## src/rpfe_pkg.sv

```systemverilog
`default_nettype none
// ----------------------------------------------------------------------------
// rpfe_pkg
// Types, constants and the BT.601 helper for the RGB pixel format encoder.
// ----------------------------------------------------------------------------
package rpfe_pkg;

    typedef enum logic [1:0] {
        FMT_RGB888 = 2'd0,
        FMT_BGR888 = 2'd1,
        FMT_RGB565 = 2'd2,
        FMT_YUYV   = 2'd3
    } pixel_fmt_t;

    typedef logic [7:0] byte_t;
    typedef logic [2:0] count_t;

    localparam count_t CNT_NONE   = 3'd0;
    localparam count_t CNT_RGB565 = 3'd2;
    localparam count_t CNT_RGB888 = 3'd3;
    localparam count_t CNT_YUYV   = 3'd4;

    // BT.601 coefficients
    localparam logic signed [8:0] Y_KR = 9'sd66;
    localparam logic signed [8:0] Y_KG = 9'sd129;
    localparam logic signed [8:0] Y_KB = 9'sd25;
    localparam logic signed [8:0] U_KR = -9'sd38;
    localparam logic signed [8:0] U_KG = -9'sd74;
    localparam logic signed [8:0] U_KB = 9'sd112;
    localparam logic signed [8:0] V_KR = 9'sd112;
    localparam logic signed [8:0] V_KG = -9'sd94;
    localparam logic signed [8:0] V_KB = -9'sd18;
    localparam byte_t LUMA_OFS   = 8'd16;
    localparam byte_t CHROMA_OFS = 8'd128;

    // Rounding constant 128 plus a 32768 bias that keeps the sum positive,
    // so the arithmetic shift becomes a plain bit-select.
    localparam logic signed [18:0] SUM_BIAS = 19'sd32896;
    localparam logic signed [11:0] BIAS_Q   = 12'sd128;

    function automatic byte_t bt601(
        input logic signed [8:0] kr,
        input logic signed [8:0] kg,
        input logic signed [8:0] kb,
        input byte_t             ofs,
        input byte_t             r,
        input byte_t             g,
        input byte_t             b
    );
        logic signed [18:0] sum;
        logic signed [11:0] t;
        byte_t              res;
        sum = kr * $signed({1'b0, r}) + kg * $signed({1'b0, g})
            + kb * $signed({1'b0, b}) + SUM_BIAS;
        t   = $signed({1'b0, sum[18:8]}) - BIAS_Q + $signed({4'b0000, ofs});
        if (t < 12'sd0)
            res = 8'd0;
        else if (t > 12'sd255)
            res = 8'd255;
        else
            res = t[7:0];
        return res;
    endfunction

endpackage
`default_nettype wire

```

## src/rgb_pixel_format_encoder.sv

```systemverilog
`default_nettype none
// ----------------------------------------------------------------------------
// rgb_pixel_format_encoder
// Converts an RGB888 pixel stream to RGB888, BGR888, RGB565 or YUYV bytes.
// ----------------------------------------------------------------------------
// One pixel is taken per clock while the output is not stalled. A pixel lands
// in an input register; the format logic and the BT.601 matrix sit between
// that register and the result register. A stalled result holds the input
// register and so stalls the input. RGB888/BGR888/RGB565 give one result per
// pixel. YUYV gives one 4-byte result per pixel pair; a lone pixel at a row
// or frame end gives a zero-byte result that only carries the markers. Writing
// the format with cfg_we drops a held YUYV pixel; write it only while the block
// is idle.
module rgb_pixel_format_encoder (
    input  wire                 clk,
    input  wire                 rst_n,
    input  wire                 cfg_we,
    input  wire [1:0]           cfg_wdata,
    input  wire                 in_valid,
    output logic                in_stall,
    input  wire [7:0]           red,
    input  wire [7:0]           green,
    input  wire [7:0]           blue,
    input  wire                 row_end,
    input  wire                 frame_end,
    output logic                out_valid,
    input  wire                 out_stall,
    output rpfe_pkg::byte_t     out_byte0,
    output rpfe_pkg::byte_t     out_byte1,
    output rpfe_pkg::byte_t     out_byte2,
    output rpfe_pkg::byte_t     out_byte3,
    output rpfe_pkg::count_t    byte_count,
    output logic                row_last,
    output logic                frame_last
);
    import rpfe_pkg::*;

    pixel_fmt_t fmt_reg;

    // input register
    logic  s1_valid_reg, s1_valid_next;
    byte_t s1_red_reg, s1_green_reg, s1_blue_reg;
    logic  s1_row_reg, s1_frame_reg;

    // pair state
    logic  pend_reg, pend_next;
    byte_t held_y_reg, held_u_reg, held_v_reg;

    // result register
    logic   out_valid_reg, out_valid_next;
    byte_t  b0_reg, b1_reg, b2_reg, b3_reg;
    count_t cnt_reg;
    logic   row_reg, frame_reg;

    byte_t  y_c, u_c, v_c;
    byte_t  b0_c, b1_c, b2_c, b3_c;
    count_t cnt_c;
    logic   has_result, hold_pixel;
    logic   out_ready, s1_fire, accept;

    assign y_c = bt601(Y_KR, Y_KG, Y_KB, LUMA_OFS,   s1_red_reg, s1_green_reg, s1_blue_reg);
    assign u_c = bt601(U_KR, U_KG, U_KB, CHROMA_OFS, s1_red_reg, s1_green_reg, s1_blue_reg);
    assign v_c = bt601(V_KR, V_KG, V_KB, CHROMA_OFS, s1_red_reg, s1_green_reg, s1_blue_reg);

    always_comb
    begin
        b0_c       = '0;
        b1_c       = '0;
        b2_c       = '0;
        b3_c       = '0;
        cnt_c      = CNT_NONE;
        has_result = 1'b1;
        hold_pixel = 1'b0;
        unique case (fmt_reg)
            FMT_RGB888:
            begin
                b0_c  = s1_red_reg;
                b1_c  = s1_green_reg;
                b2_c  = s1_blue_reg;
                cnt_c = CNT_RGB888;
            end
            FMT_BGR888:
            begin
                b0_c  = s1_blue_reg;
                b1_c  = s1_green_reg;
                b2_c  = s1_red_reg;
                cnt_c = CNT_RGB888;
            end
            FMT_RGB565:
            begin
                b0_c  = {s1_red_reg[7:3], s1_green_reg[7:5]};
                b1_c  = {s1_green_reg[4:2], s1_blue_reg[7:3]};
                cnt_c = CNT_RGB565;
            end
            FMT_YUYV:
            begin
                priority if (pend_reg)
                begin
                    b0_c  = held_y_reg;
                    b1_c  = 8'(({1'b0, held_u_reg} + {1'b0, u_c}) >> 1);
                    b2_c  = y_c;
                    b3_c  = 8'(({1'b0, held_v_reg} + {1'b0, v_c}) >> 1);
                    cnt_c = CNT_YUYV;
                end
                else if (s1_row_reg || s1_frame_reg)
                begin
                    // odd trailing pixel: dropped, markers still go out
                    cnt_c = CNT_NONE;
                end
                else
                begin
                    has_result = 1'b0;
                    hold_pixel = 1'b1;
                end
            end
        endcase
    end

    // handshake
    assign out_ready = !out_valid_reg || !out_stall;
    assign s1_fire   = s1_valid_reg && (!has_result || out_ready);
    assign in_stall  = s1_valid_reg && !s1_fire;
    assign accept    = in_valid && !in_stall;

    always_comb
    begin
        s1_valid_next = s1_valid_reg;
        if (accept)
            s1_valid_next = 1'b1;
        else if (s1_fire)
            s1_valid_next = 1'b0;
    end

    always_comb
    begin
        out_valid_next = out_valid_reg;
        if (s1_fire && has_result)
            out_valid_next = 1'b1;
        else if (out_ready)
            out_valid_next = 1'b0;
    end

    always_comb
    begin
        pend_next = pend_reg;
        if (cfg_we)
            pend_next = 1'b0;
        else if (s1_fire)
            pend_next = hold_pixel;
    end

    always_ff @(posedge clk or negedge rst_n)
    begin
        if (!rst_n)
        begin
            fmt_reg       <= FMT_RGB888;
            s1_valid_reg  <= 1'b0;
            out_valid_reg <= 1'b0;
            pend_reg      <= 1'b0;
        end
        else
        begin
            if (cfg_we)
                fmt_reg <= pixel_fmt_t'(cfg_wdata);
            s1_valid_reg  <= s1_valid_next;
            out_valid_reg <= out_valid_next;
            pend_reg      <= pend_next;
        end
    end

    always_ff @(posedge clk)
    begin
        if (accept)
        begin
            s1_red_reg   <= red;
            s1_green_reg <= green;
            s1_blue_reg  <= blue;
            s1_row_reg   <= row_end;
            s1_frame_reg <= frame_end;
        end
        if (s1_fire && hold_pixel)
        begin
            held_y_reg <= y_c;
            held_u_reg <= u_c;
            held_v_reg <= v_c;
        end
        if (s1_fire && has_result)
        begin
            b0_reg    <= b0_c;
            b1_reg    <= b1_c;
            b2_reg    <= b2_c;
            b3_reg    <= b3_c;
            cnt_reg   <= cnt_c;
            row_reg   <= s1_row_reg;
            frame_reg <= s1_frame_reg;
        end
    end

    assign out_valid  = out_valid_reg;
    assign out_byte0  = b0_reg;
    assign out_byte1  = b1_reg;
    assign out_byte2  = b2_reg;
    assign out_byte3  = b3_reg;
    assign byte_count = cnt_reg;
    assign row_last   = row_reg;
    assign frame_last = frame_reg;

endmodule
`default_nettype wire

```

## config.mk

```make
export PLATFORM = sky130hd
export DESIGN_NAME = rgb_pixel_format_encoder
export DESIGN_NICKNAME = d
export VERILOG_FILES = /design/src/rpfe_pkg.sv /design/src/rgb_pixel_format_encoder.sv
export SDC_FILE = /design/constraint.sdc
export NUM_CORES = 1
export LEC_CHECK = 0
export BUFFER_PORTS_ARGS = -buffer_cell sky130_fd_sc_hd__clkbuf_2
export CAP_MARGIN = 20
export CORE_MARGIN = 2
export CORE_UTILIZATION = 39
export DETAILED_ROUTE_END_ITERATION = 6
export PLACE_DENSITY_LB_ADDON = 0.3
export SYNTH_ARGS = -nofsm -noshare
export SYNTH_HDL_FRONTEND = slang
export SYNTH_SLANG_ARGS = --single-unit
```

## constraint.sdc

```tcl
create_clock -name clk -period 22.8 [get_ports clk]
set_input_delay 4.56 -clock clk [delete_from_list [all_inputs] [get_ports clk]]
set_output_delay 4.56 -clock clk [all_outputs]
set_load 0.05 [all_outputs]
```

==> key figures, run 1 <==
Logic synthesis
  – Top FF cell, synth: edfxtp_1
  – Top cells by count, synth: ha_1 (314), inv_1 (234), fa_1 (110)
  – Syn Nets: 1782
  – EDFF count, synth: 87
  – Unique masters post-synth: 74
  – Top-count cell post-synth: ha_1
  – Seq/Total Area, Yosys: 0.205
  – Area contributors post-synth: ha_1 (29%), edfxtp_1 (20%), fa_1 (16%)
  – Async SR Flop Fraction: 0.0543
  – Syn. warnings: 0
  – Mapped Avg Cell Area: 10.1 sq um
  – Post-Syn Area: 0.0134 sq mm
  – Synthesized flop and latch total: 92
  – Post-synthesis cell count: 1325
  – Top cell type by total area after synthesis: ha_1
  – Area share of the largest cell type after synthesis: 0.294

Clock network
  – Root Buffer: clkbuf_16
  – H-tree levels: 3
  – # clock sinks: 92
  – Clock Tree Buf Depth: 2
  – Post-CTS Resized: 0
  – CTS buffer count: 9
  – Worst-path clk slew: 0.06 ns
  – Setup bufs post-CTS: 0
  – Cts hold-fix bufs: 0
  – Latest clock arrival within the worst-skew pair: 0.37 ns
  – TritonCTS clock tree: yes

Cells and area
  – End-of-flow core utilization: 0.436
  – # diodes: 0
  – Final Cell Area: 0.0146 sq mm
  – Synth-to-Final Area Change: 9.49%
  – Filler instances: 3234
  – Layout cells sized above 1: 0.0810
  – Layout Nets: 1860

Floorplan
  – Die height: 189 microns
  – Row cnt: 67
  – Core outline area: 0.0336 sq mm
  – Io pins: 72
  – Initial Utilization: 0.398
  – Die Area: 0.0358 sq mm
  – Die X-Extent: 189 microns

Placed design
  – Port Buffers: 71
  – Placed instance area: 0.0143 sq mm
  – HPWL after detailed placement: 26100 microns
  – Gpl congestion: 0.906

Critical path
  – Worst path slowest cell: clkbuf_2
  – Cell breakdown of the critical path: clkbuf_2 > nand2_1 > nor2_1 > clkbuf_2
  – Worst EP required: 18.24 ns
  – Most common cell on crit path: clkbuf_2
  – Critical path type: input pin to output port
  – Crit. End Element: output port
  – Top delay family on crit path: buffers and inverters
  – CP peak stage delay: 0.32 ns
  – Worst-path maximum fanout: 3
  – R2R setup slack: 13.25 ns
  – Setup crit start kind: input pin
  – WP buf/inv: 2
  – Crit path DAT: 5.27 ns

STA
  – RSZ-0062 raised after global routing: false
  – Setup Viol. Count Final: 0
  – Fin Setup TNS: 0 ns
  – Worst Clk Skew: 0.0160 ns
  – Final clock period utilization by the worst path: 0.431
  – Post-route minimum period: 9.83 ns
  – Tightest Pin Transition: 1.00 ns
  – Worst slew margin: 0.330
  – FMAX: 102 MHz
  – Final Max Tran Viols: 0
  – Endpoints failing hold: 0

Flow run
  – Max Cap Viol: 0

Worst hold path
  – Worst hold path type: flip-flop to flip-flop

GRT
  – Antenna violations before repair: 0
  – First-pass GRT wire length: 50900 microns
  – GR Overflow Total: 0
  – Pin count of the biggest net entering global routing: 42
  – Vias in the first global route: 9697
  – Global Route Usage Sum: 0.184

Detailed routing
  – Total number of vias: 9562
  – DRC viols: 0
  – Antenna Nets Post-Route: 0
  – Routed Wire Length: 31400 microns
  – DR pass1 iterations: 5
  – First-iteration detailed-routing DRC count: 551
  – Vias per Instance: 5.15
  – Avg WL per Cell: 16.9 microns

Run status
  – Outcome: complete, no violations
## kinds of logic after synthesis
group           after synthesis  share of synthesized area
fa+ha+maj                   424                      0.458
compound gates              262                      0.126
buf+inv                     250                     0.0717
simple gates                205                     0.0777
flops                        92                      0.205
xor+xnor                     80                     0.0524
mux                          12                    0.00907
## final cells by class
cell class	instances	area, sq um	area share
tap	448	561	0.0383
clock buffer	9	225	0.0154
inverter	235	882	0.0602
timing repair buffer	82	458	0.0313
sequential	92	2740	0.187
multi-input combinational	983	9700	0.662
clock inverter	7	90.1	0.00615
## metrics by stage
stage / instances / hold slack (ns) / worst slack (ns)
after global routing: 1856 / 0.474 / 12.55
after detailed placement: 1839 / 0.451 / 12.99
after global placement: 1839 / 0.444 / 13.00
final: 1856 / 0.467 / 12.97
after CTS: 1855 / 0.466 / 12.99
after floorplan: 1325 / 0.427 / 12.90
## worst reg2reg max path, delay by kind of cell, from the launching register on
| kind | cells | cell delay (ns) |
|---|---|---|
| DFF | 1 | 0.79 |
| and+or+nand+nor | 5 | 0.64 |
| adders and majority gates | 8 | 3.51 |
| AOI/OAI and AO/OA | 18 | 3.83 |
| buffers and inverters | 4 | 0.51 |
## placed cells by master (no fill, tap or decap), drive strengths merged, types with 8 or more instances in the layout
master / instances
buf: 11
nand3: 22
edfxtp: 87
nor3: 9
nand2b: 14
mux2i: 11
a211o: 10
o21bai: 17
and3: 8
a21oi: 85
nor2b: 15
a21o: 33
nand2: 51
and2: 9
nor2: 50
ha: 314
xnor2: 54
fa: 110
xor2: 26
o21ai: 51
o21a: 17
inv: 237
clkbuf: 80
## worst paths after layout
check                                         start                          to  cells past startpoint
max reg2reg                s1_blue_reg[3]$_DFFE_PP_  out_byte3[7]$_SDFFCE_PN0P_                     35
min reg2reg                    s1_row_reg$_DFFE_PP_          row_last$_DFFE_PP_                      0
max                                       out_stall                    in_stall                      4
min in group asynchronous                     rst_n    s1_valid_reg$_DFFE_PN0P_                      1
max in group asynchronous                     rst_n      fmt_reg[0]$_DFFE_PN0P_                      1
min                            s1_row_reg$_DFFE_PP_          row_last$_DFFE_PP_                      0
## per-layer routing
layer,GRT usage,up-vias,wire (microns)
li1,-,4723,-
met1,0.254,4587,14700
met2,0.301,232,14200
met3,0.0380,20,2040
met4,0.0313,0,333
met5,0,-,0
Power of run 1 is left out: the tool's default activity adds up to more than one toggle a clock period on the data nets, which glitch-free logic cannot reach.
==> run 2: changes to the inputs <==
==> constraint.sdc (replaced) <==
create_clock -name clk -period 9.5 [get_ports clk]
set_input_delay 1.9 -clock clk [delete_from_list [all_inputs] [get_ports clk]]
set_output_delay 1.9 -clock clk [all_outputs]
set_load 0.05 [all_outputs]
==> run 2 against run 1 <==
Final area is 1.1% higher. Sequential cell count stayed put. Largest cell class unchanged. Die area stayed put. Sequential share of layout area is 0.21 points lower. Wire length is 4.4% higher. Final cell count is 1.3% higher.
==> key figures, run 2 (synthesis results as in run 1) <==
Cells and area
  – Most common cell after layout, fill and taps aside: ha_1 (unchanged)
  – Multi-input gate area: 0.00970 sq mm (about the same)
  – FF/Latch Area: 0.00274 sq mm (unchanged)
  – Final Cell Area: 0.0148 sq mm (was 0.0146 sq mm)
  – Layout Nets: 1884 (was 1860)
  – Synth-to-Final Area Change: 10.7% (was 9.49%)
  – Layout cells sized above 1: 0.0978 (was 0.0810)
  – Commonest non-fill, non-tap cells in the layout: ha_1 (314), inv_1 (234), fa_1 (110) (unchanged)
  – Filler instances: 3222 (was 3234)
  – # diodes: 0 (unchanged)

STA
  – Endpoints failing hold: 0 (unchanged)
  – Final Max Tran Viols: 0 (unchanged)
  – Tightest Pin Transition: 0.750 ns (was 1.00 ns)
  – PnR worst setup slack: 0.601 ns (was 12.97 ns)
  – FMAX: 112 MHz
  – Post-route minimum period: 8.90 ns
  – Fin Setup TNS: 0 ns (unchanged)
  – Worst slew margin: 0.497 (was 0.330)
  – Worst hold slack: 0.469 ns (was 0.467 ns)
  – Final clock period utilization by the worst path: 0.937
  – Worst Clk Skew: 0.0134 ns (was 0.0160 ns)
  – Setup Viol. Count Final: 0 (unchanged)
  – RSZ-0062 raised after global routing: false (unchanged)

Floorplan
  – Row cnt: 67 (unchanged)
  – Core outline area: 0.0336 sq mm (unchanged)
  – Io pins: 72 (unchanged)
  – Die Area: 0.0358 sq mm (unchanged)
  – Initial Utilization: 0.398 (unchanged)
  – Die height: 189 microns (unchanged)
  – Die X-Extent: 189 microns (unchanged)

Clock network
  – Worst-path clk slew: 0.07 ns (was 0.06 ns)
  – H-tree levels: 3 (unchanged)
  – # clock sinks: 92 (unchanged)
  – TritonCTS clock tree: yes (unchanged)
  – Latest clock arrival within the worst-skew pair: 0.37 ns (about the same)
  – CTS buffer count: 9 (unchanged)
  – Clock Tree Buf Depth: 2 (unchanged)
  – Cts hold-fix bufs: 0 (unchanged)
  – Root Buffer: clkbuf_16 (unchanged)

Flow run
  – Max Cap Viol: 0 (unchanged)

Detailed routing
  – Antenna Nets Post-Route: 0 (unchanged)
  – DR pass1 iterations: 5 (unchanged)
  – DRC viols: 0 (unchanged)
  – DR WL met3: 2230 microns (was 2040 microns)
  – Routed Wire Length: 32700 microns (was 31400 microns)
  – Avg WL per Cell: 17.4 microns (was 16.9 microns)
  – Total number of vias: 9652 (was 9562)
  – WL met2: 14400 microns (was 14200 microns)
  – First-iteration detailed-routing DRC count: 558 (was 551)
  – Met1 WL: 15800 microns (was 14700 microns)
  – Highest metal used: met4 (unchanged)
  – Vias per Instance: 5.13 (was 5.15)

Critical path
  – Crit path DAT: 8.99 ns (was 5.27 ns)
  – Top delay family on crit path: compound AO/OA/AOI/OAI gates (was buffers and inverters)
  – CP peak stage delay: 0.59 ns (was 0.32 ns)
  – Most common cell on crit path: ha_1 (was clkbuf_2)
  – Worst-path maximum fanout: 7 (was 3)
  – Worst setup path startpoint: s1_red_reg[3]$_DFFE_PP_ (was out_stall)
  – Crit path depth: 38 (was 4)
  – WP buf/inv: 3 (was 2)
  – Setup crit start kind: flip-flop (was input pin)
  – Critical path type: flip-flop to flip-flop (was input pin to output port)
  – R2R cell count: 38 (was 35)
  – Crit. End Element: flip-flop (was output port)
  – Worst EP required: 9.59 ns (was 18.24 ns)
  – Worst path slowest cell: edfxtp_1 (was clkbuf_2)
  – Reg2Reg Launch Point: s1_red_reg[3]$_DFFE_PP_ (was s1_blue_reg[3]$_DFFE_PP_)

GRT
  – Antenna violations before repair: 0 (unchanged)
  – Vias in the first global route: 9664 (was 9697)
  – First-pass GRT wire length: 51900 microns (was 50900 microns)
  – Global Route Usage Sum: 0.188 (was 0.184)
  – GR Overflow Total: 0 (unchanged)
  – Pin count of the biggest net entering global routing: 42 (unchanged)

Run status
  – Outcome: complete, no violations (unchanged)

Worst hold path
  – Hold_sp: s1_frame_reg$_DFFE_PP_ (was s1_row_reg$_DFFE_PP_)
  – Worst hold path type: flip-flop to flip-flop (unchanged)
  – Hold Path Stages: 0 (unchanged)

Placed design
  – Port Buffers: 71 (unchanged)
  – Placed instance area: 0.0144 sq mm (was 0.0143 sq mm)
  – Gpl congestion: 0.890 (was 0.906)
  – Place WS: 0.136 ns (was 12.99 ns)
  – HPWL after detailed placement: 28000 microns (was 26100 microns)
run 2: final cells by class:
type                       count  area share
clock inverter                 7     0.00456
timing repair buffer         106      0.0431
clock buffer                   9      0.0152
multi-input combinational    983       0.655
sequential                    92       0.185
tap                          448      0.0378
inverter                     235      0.0595
run 2: routing by layer:
layer | vias up | GRT usage
met5 | - | 0
met4 | 0 | 0.0286
met3 | 18 | 0.0339
met2 | 284 | 0.298
met1 | 4587 | 0.273
li1 | 4763 | -
run 2: path summary, 6_finish.rpt:
path | endpoint | slack [ns]
setup / recovery | out_byte1[7]$_DFFE_PP_ | 0.60
hold / removal | frame_last$_DFFE_PP_ | 0.47
setup reg to reg | out_byte1[7]$_DFFE_PP_ | 0.60
hold reg to reg | frame_last$_DFFE_PP_ | 0.47
max in group asynchronous | fmt_reg[1]$_DFFE_PN0P_ | 8.02
min in group asynchronous | out_valid$_DFFE_PN0P_ | 1.34
run 2: repair_timing:
item / 4_1_cts / 5_1_grt
buffers inserted: 0 / 7
setup endpoints to repair: 0 / 5
gates resized for setup: 0 / 3
run 2: metrics by stage:
stage / instances / util
global placement: 1856 / 0.429
detailed placement: 1856 / 0.429
finish: 1880 / 0.441
floorplan: 1325 / -
global route: 1880 / 0.441
CTS: 1872 / 0.438
Power of run 2 is left out for the same reason.
==> run 3: changes to the inputs <==
--- a/config.mk
+++ b/config.mk
@@ -7,6 +7,7 @@
 export LEC_CHECK = 0
 export BUFFER_PORTS_ARGS = -buffer_cell sky130_fd_sc_hd__clkbuf_2
 export CAP_MARGIN = 20
+export CORE_ASPECT_RATIO = 0.6
 export CORE_MARGIN = 2
 export CORE_UTILIZATION = 39
 export DETAILED_ROUTE_END_ITERATION = 6
==> run 3 against run 2 <==
Worst setup slack improved by 0.029 ns. Clock skew increased by 0.0030 ns. Highest routed layer unchanged. Final area increased by 0.23%. Global-route usage increased by 1.1 points. Critical path type unchanged. Die area increased by 0.14%.
==> key figures, run 3 (synthesis results as in run 1) <==
Critical path
  – Crit path DAT: 8.98 ns (was 8.99 ns)
  – Critical path type: flip-flop to flip-flop (unchanged)
  – Top delay family on crit path: adder cells (was compound AO/OA/AOI/OAI gates)
  – CP peak stage delay: 0.59 ns (about the same)
  – WP buf/inv: 5 (was 3)
  – Worst-path maximum fanout: 5 (was 7)
  – R2R setup slack: 0.63 ns (was 0.60 ns)
  – Worst EP required: 9.61 ns (was 9.59 ns)
  – Reg2Reg Launch Point: s1_green_reg[3]$_DFFE_PP_ (was s1_red_reg[3]$_DFFE_PP_)
  – Setup crit start kind: flip-flop (unchanged)
  – Crit. End Element: flip-flop (unchanged)
  – R2R cell count: 39 (was 38)
  – Crit path depth: 39 (was 38)
  – Worst r2r dst: out_byte1[7]$_DFFE_PP_ (unchanged)
  – Worst path slowest cell: edfxtp_1 (unchanged)

Detailed routing
  – Avg WL per Cell: 18.3 microns (was 17.4 microns)
  – Routed Wire Length: 34600 microns (was 32700 microns)
  – First-iteration detailed-routing DRC count: 634 (was 558)
  – DRC viols: 0 (unchanged)
  – Total number of vias: 9618 (was 9652)
  – DR pass1 iterations: 5 (unchanged)
  – Antenna Nets Post-Route: 0 (unchanged)
  – Vias per Instance: 5.09 (was 5.13)

STA
  – Post-route minimum period: 8.87 ns (was 8.90 ns)
  – Worst slew margin: 0.492 (was 0.497)
  – Endpoints failing hold: 0 (unchanged)
  – Setup Viol. Count Final: 0 (unchanged)
  – Worst hold slack: 0.460 ns (was 0.469 ns)
  – Final clock period utilization by the worst path: 0.934 (was 0.937)
  – Tightest Pin Transition: 0.761 ns (was 0.750 ns)
  – Final Max Tran Viols: 0 (unchanged)
  – Worst Clk Skew: 0.0164 ns (was 0.0134 ns)
  – FMAX: 113 MHz (was 112 MHz)

Flow run
  – Max Cap Viol: 0 (unchanged)

Placed design
  – Port Buffers: 71 (unchanged)
  – Gpl congestion: 0.908 (was 0.890)
  – Placed instance area: 0.0145 sq mm (was 0.0144 sq mm)
  – Placed Cells incl. Taps: 1870 (was 1856)
  – HPWL after detailed placement: 29400 microns (was 28000 microns)

Floorplan
  – Io pins: 72 (unchanged)
  – Die X-Extent: 243 microns (was 189 microns)
  – Die Area: 0.0359 sq mm (was 0.0358 sq mm)
  – Row cnt: 52 (was 67)
  – Core outline area: 0.0338 sq mm (was 0.0336 sq mm)
  – Initial Utilization: 0.396 (was 0.398)
  – Die height: 147 microns (was 189 microns)

Worst hold path
  – Hold Path Stages: 0 (unchanged)
  – Worst hold path type: flip-flop to flip-flop (unchanged)
  – Hold path endpoint: frame_last$_DFFE_PP_ (unchanged)
  – Hold_sp: s1_frame_reg$_DFFE_PP_ (unchanged)

Cells and area
  – Layout Nets: 1883 (was 1884)
  – Commonest non-fill, non-tap cells in the layout: ha_1 (313), inv_1 (233), fa_1 (110) (was ha_1 (314), inv_1 (234), fa_1 (110))
  – Layout cells sized above 1: 0.0999 (was 0.0978)
  – # diodes: 0 (unchanged)
  – Most common cell after layout, fill and taps aside: ha_1 (unchanged)
  – Synth-to-Final Area Change: 11.0% (was 10.7%)
  – End-of-flow core utilization: 0.440 (was 0.441)
  – Post-route non-filler standard cell count: 1890 (was 1880)
  – Final Cell Area: 0.0148 sq mm (about the same)

GRT
  – First-pass GRT wire length: 54100 microns (was 51900 microns)
  – GR Overflow Total: 0 (unchanged)
  – Vias in the first global route: 9497 (was 9664)
  – Pin count of the biggest net entering global routing: 41 (was 42)
  – Global Route Usage Sum: 0.199 (was 0.188)
  – Antenna violations before repair: 0 (unchanged)

Clock network
  – Cts hold-fix bufs: 0 (unchanged)
  – Latest clock arrival within the worst-skew pair: 0.38 ns (was 0.37 ns)
  – Root Buffer: clkbuf_16 (unchanged)
  – Clock Tree Buf Depth: 2 (unchanged)
  – H-tree levels: 3 (unchanged)
  – CTS buffer count: 9 (unchanged)
  – Worst-path clk slew: 0.08 ns (was 0.07 ns)
  – # clock sinks: 92 (unchanged)
  – TritonCTS clock tree: yes (unchanged)

Run status
  – Outcome: complete, no violations (unchanged)
run 3: worst max path at each step:
| stage | start | endpoint | slack (ns) |
|---|---|---|---|
| 2_1_floorplan | s1_blue_reg[2]$_DFFE_PP_ | out_byte3[7]$_SDFFCE_PN0P_ | 1.39 |
| 3_3_place_gp | s1_green_reg[4]$_DFFE_PP_ | out_byte1[7]$_DFFE_PP_ | -0.14 |
| 3_5_place_dp | s1_green_reg[4]$_DFFE_PP_ | out_byte1[7]$_DFFE_PP_ | 0.30 |
| 4_1_cts | s1_green_reg[4]$_DFFE_PP_ | out_byte1[7]$_DFFE_PP_ | 0.25 |
| 5_1_grt | s1_green_reg[4]$_DFFE_PP_ | out_byte1[7]$_DFFE_PP_ | -0.01 |
| 6_report | s1_green_reg[3]$_DFFE_PP_ | out_byte1[7]$_DFFE_PP_ | 0.63 |
run 3: routing by layer:
metal | vias to the layer above | GRT usage | share of wire
met3 | 25 | 0.0712 | 0.094
met1 | 4546 | 0.309 | 0.53
met2 | 273 | 0.259 | 0.37
met5 | - | 0 | 0
met4 | 0 | 0.0377 | 0.011
li1 | 4774 | - | -
run 3: cell type report:
class,instances,area (sq um)
multi-input combinational,983,9750
fill,3202,18900
tap,459,574
sequential,92,2740
timing repair buffer,105,608
clock buffer,10,229
clock inverter,6,71.3
inverter,235,882
run 3: repair_timing:
| item | CTS | global route |
|---|---|---|
| resized for setup | 0 | 15 |
| buffers inserted | 0 | 4 |
| setup endpoints to repair | 0 | 7 |
run 3: stage by stage:
stage / setup WS (ns) / TNS [ns]
final: 0.630 / 0
after global routing: -0.0116 / -0.0116
after CTS: 0.248 / 0
after detailed placement: 0.299 / 0
after global placement: -0.144 / -0.204
after floorplan: 1.39 / 0
Power of run 3 is left out for the same reason.
